File: src/rtl/tcw_pkg.sv
// ============================================================================
// tcw_pkg
// Shared types and constants for the text console writer: item and result
// payloads, command codes, controller states and controller/datapath links.
// ============================================================================
package tcw_pkg;

    // Commands carried by an input item.
    typedef enum logic [1:0] {
        CMD_PUT   = 2'd0,
        CMD_CLEAR = 2'd1,
        CMD_SET   = 2'd2,
        CMD_READ  = 2'd3
    } cmd_t;

    // Configuration register indexes.
    localparam logic REG_FOREGROUND = 1'b0;
    localparam logic REG_BACKGROUND = 1'b1;

    localparam logic [3:0] RESET_FOREGROUND = 4'd7;
    localparam logic [3:0] RESET_BACKGROUND = 4'd0;

    // Control characters and the blank.
    localparam logic [7:0] CH_BACKSPACE = 8'd8;
    localparam logic [7:0] CH_TAB       = 8'd9;
    localparam logic [7:0] CH_NEWLINE   = 8'd10;
    localparam logic [7:0] CH_RETURN    = 8'd13;
    localparam logic [7:0] CH_BLANK     = 8'h20;

    localparam int TAB_WIDTH = 8;

    typedef struct packed {
        cmd_t        command;
        logic [7:0]  char_code;
        logic [7:0]  new_col;
        logic [7:0]  new_row;
        logic [10:0] cell_index;
    } in_item_t;

    typedef struct packed {
        logic [6:0]  cursor_col;
        logic [4:0]  cursor_row;
        logic [10:0] cursor_position;
        logic        scrolled;
        logic [15:0] cell_word;
    } out_item_t;

    typedef enum logic [2:0] {
        S_INIT,
        S_IDLE,
        S_EXEC,
        S_READ,
        S_MOVE,
        S_FILL
    } state_t;

    typedef enum logic [1:0] {
        CNT_HOLD,
        CNT_ZERO,
        CNT_INC
    } cnt_op_t;

    // Commands from the controller to the datapath.
    typedef struct packed {
        logic    load_item;
        logic    put_exec;
        logic    set_exec;
        logic    clear_cursor;
        logic    read_cell;
        logic    move_en;
        logic    fill_en;
        logic    fill_reset;
        cnt_op_t cnt_op;
        logic    finish;
        logic    finish_scrolled;
        logic    finish_read;
    } ctrl_t;

    // Status from the datapath to the controller.
    typedef struct packed {
        cmd_t command;
        logic need_scroll;
        logic cnt_move_end;
        logic cnt_last;
    } stat_t;

endpackage

File: src/rtl/tcw_ctrl.sv
// ============================================================================
// tcw_ctrl
// Controller state machine: sequences the power-up clear, command execution,
// the scroll copy and the blank fill.
// ============================================================================
module tcw_ctrl (
    input  logic           clk,
    input  logic           rst_n,
    input  logic           start,
    input  tcw_pkg::stat_t stat,
    output tcw_pkg::ctrl_t ctrl,
    output logic           busy
);

    tcw_pkg::state_t state_reg;
    tcw_pkg::state_t state_next;

    always_ff @(posedge clk or negedge rst_n)
    begin
        if (!rst_n)
        begin
            state_reg <= tcw_pkg::S_INIT;
        end
        else
        begin
            state_reg <= state_next;
        end
    end

    assign busy = (state_reg != tcw_pkg::S_IDLE);

    always_comb
    begin
        state_next           = state_reg;
        ctrl                 = '0;
        ctrl.cnt_op          = tcw_pkg::CNT_HOLD;
        unique case (state_reg)
            tcw_pkg::S_INIT:
            begin
                ctrl.fill_en    = 1'b1;
                ctrl.fill_reset = 1'b1;
                ctrl.cnt_op     = tcw_pkg::CNT_INC;
                if (stat.cnt_last)
                begin
                    ctrl.cnt_op = tcw_pkg::CNT_ZERO;
                    state_next  = tcw_pkg::S_IDLE;
                end
            end
            tcw_pkg::S_IDLE:
            begin
                if (start)
                begin
                    ctrl.load_item = 1'b1;
                    state_next     = tcw_pkg::S_EXEC;
                end
            end
            tcw_pkg::S_EXEC:
            begin
                unique case (stat.command)
                    tcw_pkg::CMD_PUT:
                    begin
                        ctrl.put_exec = 1'b1;
                        if (stat.need_scroll)
                        begin
                            ctrl.cnt_op = tcw_pkg::CNT_ZERO;
                            state_next  = tcw_pkg::S_MOVE;
                        end
                        else
                        begin
                            ctrl.finish = 1'b1;
                            state_next  = tcw_pkg::S_IDLE;
                        end
                    end
                    tcw_pkg::CMD_CLEAR:
                    begin
                        ctrl.clear_cursor = 1'b1;
                        ctrl.cnt_op       = tcw_pkg::CNT_ZERO;
                        state_next        = tcw_pkg::S_FILL;
                    end
                    tcw_pkg::CMD_SET:
                    begin
                        ctrl.set_exec = 1'b1;
                        ctrl.finish   = 1'b1;
                        state_next    = tcw_pkg::S_IDLE;
                    end
                    tcw_pkg::CMD_READ:
                    begin
                        ctrl.read_cell = 1'b1;
                        state_next     = tcw_pkg::S_READ;
                    end
                    default:
                    begin
                        state_next = tcw_pkg::S_IDLE;
                    end
                endcase
            end
            tcw_pkg::S_READ:
            begin
                ctrl.finish      = 1'b1;
                ctrl.finish_read = 1'b1;
                state_next       = tcw_pkg::S_IDLE;
            end
            tcw_pkg::S_MOVE:
            begin
                ctrl.move_en = 1'b1;
                if (stat.cnt_move_end)
                begin
                    ctrl.cnt_op = tcw_pkg::CNT_HOLD;
                    state_next  = tcw_pkg::S_FILL;
                end
                else
                begin
                    ctrl.cnt_op = tcw_pkg::CNT_INC;
                end
            end
            tcw_pkg::S_FILL:
            begin
                ctrl.fill_en = 1'b1;
                if (stat.cnt_last)
                begin
                    ctrl.finish          = 1'b1;
                    ctrl.finish_scrolled = (stat.command == tcw_pkg::CMD_PUT);
                    state_next           = tcw_pkg::S_IDLE;
                end
                else
                begin
                    ctrl.cnt_op = tcw_pkg::CNT_INC;
                end
            end
            default:
            begin
                state_next = tcw_pkg::S_INIT;
            end
        endcase
    end

endmodule

File: config.mk
export PLATFORM = sky130hd
export DESIGN_NAME = tcw_ctrl
export DESIGN_NICKNAME = d
export VERILOG_FILES = /design/src/rtl/tcw_pkg.sv /design/src/rtl/tcw_ctrl.sv
export SDC_FILE = /design/constraint.sdc
export NUM_CORES = 1
export LEC_CHECK = 0
export ABC_AREA = 1
export BUFFER_PORTS_ARGS = -buffer_cell sky130_fd_sc_hd__buf_2
export CAP_MARGIN = 25
export CORE_AREA = 2 2 39 41
export CTS_CLUSTER_DIAMETER = 30
export DETAILED_ROUTE_END_ITERATION = 16
export DIE_AREA = 0 0 41 43
export MAX_ROUTING_LAYER = met4
export SLEW_MARGIN = 20
export SYNTH_ARGS = -nofsm -noshare
export SYNTH_HDL_FRONTEND = slang
export SYNTH_SLANG_ARGS = --single-unit
File: constraint.sdc
create_clock -name clk -period 1.2 [get_ports clk]
set_input_delay 0.06 -clock clk [delete_from_list [all_inputs] [get_ports clk]]
set_output_delay 0.06 -clock clk [all_outputs]
set_load 0.05 [all_outputs]
==> impl_metrics.py <==
metrics = {
    "floorplanning": {
        "die_area_sq_um": 1760,
        "die_h_microns": 43,
        "start_util": 0.265,
        "io_pins": 22,
        "core_sq_um": 1380,
        "fp-row-count": 14,
        "die_x_microns": 41,
    },
    "synthesis": {
        "synth_edf_count": 0,
        "syn_inst": 62,
        "synth-simple-area-share": 0.532,
        "yosys.area_share.xor_xnor": 0,
        "ys_types": 18,
        "ys_seq_elements": 3,
        "ys.flop_type": "dfrtp_1",
        "synth_mux_area_frac": 0,
        "synth_compound_area_frac": 0.119,
        "synth_warnings": 0,
        "synth-adder-area-share": 0,
        "syn-cell-area_sq_um": 367,
        "ys_seq_area_frac": 0.205,
        "syn-num-nets": 70,
        "synthArstFlopShare": 1.00,
        "synth_top_family_by_area": "simple AND/OR/NAND/NOR gates",
        "synth_area_per_cell_sq_um": 5.91,
    },
    "outcome": {
        "failed_checks": "setup timing",
        "status": "finished with violations",
    },
    "finish": {
        "final_common_cell": "buf_4",
        "multi_input_area_sq_um": 343,
        "final_cell_mix": "buf_4, nand2_1, inv_1, buf_2, buf_6",
        "post-route-util": 0.622,
        "nFillCells": 120,
        "diodes": 0,
        "nNetsFinal": 111,
        "largest_register_ffs": 3,
        "layout-drive-gt1-share": 0.676,
        "register_area_sq_um": 78.8,
        "final_area_sq_um": 861,
        "area_growth_pct": 135,
    },
    "placed_design": {
        "dpl-instance-area_sq_um": 597,
        "io_buffers": 21,
        "globalplace.congestion": 0.713,
        "dpl.hpwl_microns": 823,
    },
    "sta": {
        "timing.clock.skew_ns": 0.000978,
        "final-hold-violation-count": 0,
        "setup_slack_ns": -0.272,
        "clock.fmax_ghz": 0.679,
        "finalCritPeriodShare": 1.23,
        "tightestPinTransition_ns": 0.205,
        "rsz0062_at_grt": "true",
        "fin_crit_ns": 1.47,
        "slew_violations": 0,
        "setup_viol": 17,
        "max_slew_margin": 0.863,
    },
    "power_and_ir_drop": {
        "seqPwrFrac": 0.096,
        "power_frac_comb": 0.838,
        "power_frac_clock": 0.066,
        "peakVddDrop_mv": 1.42,
        "p_sw_mw": 1.48,
        "switching_share": 0.551,
        "p_leak_nw": 0.447,
        "power_density_nw_per_um2": 3110,
        "p_int_mw": 1.20,
    },
    "cts": {
        "cts_htree_levels": 1,
        "clock_sinks": 3,
        "cts_tree": "built",
        "clk_pin_slew_worst_paths_ns": 0.04,
        "clk_path_buf_depth": 2,
        "clk_latency_ns": 0.23,
        "cts_made_buffers": 3,
        "ctsRootBufferMaster": "clkbuf_4",
    },
    "global_routing": {
        "antenna_found_initial": 0,
        "grt_max_degree": 7,
        "grt_use_total": 0.153,
        "grt_pass1_wl_microns": 1830,
        "grt_pass1_vias": 484,
        "grt-ovfl-total": 0,
    },
    "routing": {
        "post-route-drc-count": 0,
        "first_pass_iters": 4,
        "routed_wl_microns": 1190,
        "avgRoutedWirePerCell_microns": 10.1,
        "antenna_left": 0,
        "vias_per_cell": 4.37,
        "vias": 516,
        "drt_iter0_markers": 7,
    },
    "worst_setup_path": {
        "critPathLaunchType": "register",
        "crit_top_cell": "nor3_4",
        "critPathRequiredTime_ns": 1.14,
        "cpMaxStageDelayCell": "dfrtp_2",
        "end_kind": "output pin",
        "path_class": "reg2out",
        "path_max_fanout": 5,
        "cp.arrival_ns": 1.41,
        "slowest_delay_ns": 0.44,
        "cp_cell_sequence": "nor3_4, buf_4, inv_4, nor3_4, buf_6",
    },
    "hold_path": {
        "hold_class": "in2async",
    },
    "flow_run": {
        "cap_violations": 0,
    },
}
worst max-delay path, delay by kind of cell (launching register included):
family	cells	cell delay [ns]
AND/OR/NAND/NOR	2	0.36
flip-flops	1	0.44
buffers and inverters	3	0.37
final timing paths:
kind / from / to / slack [ns] / cells past startpoint
max: state_reg[0] / ctrl[9] / -0.27 / 5
min: rst_n / state_reg[0] / 0.15 / 2
max reg2reg: state_reg[0] / state_reg[1] / -0.09 / 5
min reg2reg: state_reg[0] / state_reg[0] / 0.58 / 2
max in group asynchronous: rst_n / state_reg[2] / 0.94 / 2
min in group clk: stat[0] / state_reg[2] / 0.16 / 3
area by class of cell:
cell class	count	area share
repair buffers	36	0.382
flip-flops and latches	3	0.0916
inverters	14	0.0741
clock buffers	4	0.0305
well taps	16	0.0233
multi-input cells	45	0.398
metal layers:
layer / wire [microns] / vias to the layer above / GRT usage
met2: 728 / 11 / 0.266
li1: - / 271 / -
met4: 0 / 0 / 0.0600
met5: 0 / - / -
met1: 423 / 234 / 0.156
met3: 39 / 0 / 0.0314
repair_timing:
action,4_1_cts,5_1_grt
gates resized for setup,31,14
endpoints found under the setup margin,17,17
hold buffers,1,0
setup buffers,4,4
pin swaps,2,1
endpoints found under the hold margin,3,0
cell families (layout without fill, tap and decap cells):
group                  Yosys count  in the layout
AO/OA/AOI/OAI                    7              7
buffers and inverters           14             54
flip-flops                       3              3
AND/OR/NAND/NOR                 38             38
stage by stage:
| step | setup TNS, ns | hold slack (ns) | setup WS [ns] | std cells | total power [mW] |
|---|---|---|---|---|---|
| 2_1_floorplan | -1.13 | -0.236 | -0.435 | 62 | 1.49 |
| 3_3_place_gp | -0.590 | -0.142 | -0.111 | 105 | 1.87 |
| 3_5_place_dp | -0.752 | -0.142 | -0.126 | 105 | 1.87 |
| 4_1_cts | -2.74 | 0.136 | -0.277 | 114 | 2.46 |
| 5_1_grt | -3.61 | 0.160 | -0.342 | 118 | 2.85 |
| 6_report | -2.59 | 0.146 | -0.272 | 118 | 2.68 |
power groups by stage:
stage / sequential, mW / combinational, mW / clock, mW
after detailed placement: 0.231 / 1.64 / 0
after global routing: 0.262 / 2.39 / 0.198
after floorplan: 0.227 / 1.26 / 0
final: 0.256 / 2.25 / 0.177
after CTS: 0.260 / 2.01 / 0.191
after global placement: 0.228 / 1.65 / 0
synthesized netlist by cell type (2+ instances only):
master   instances  area (sq um)
inv_1           13          48.8
nand2_2          3          18.8
nand3_2          2          20.0
nand3_1          4          20.0
nand2_1         15          56.3
dfrtp_1          3          75.1
nor2_2           2          12.5
nor2_1           8          30.0
a21oi_1          3          15.0
(Power assumes the default switching activity.)
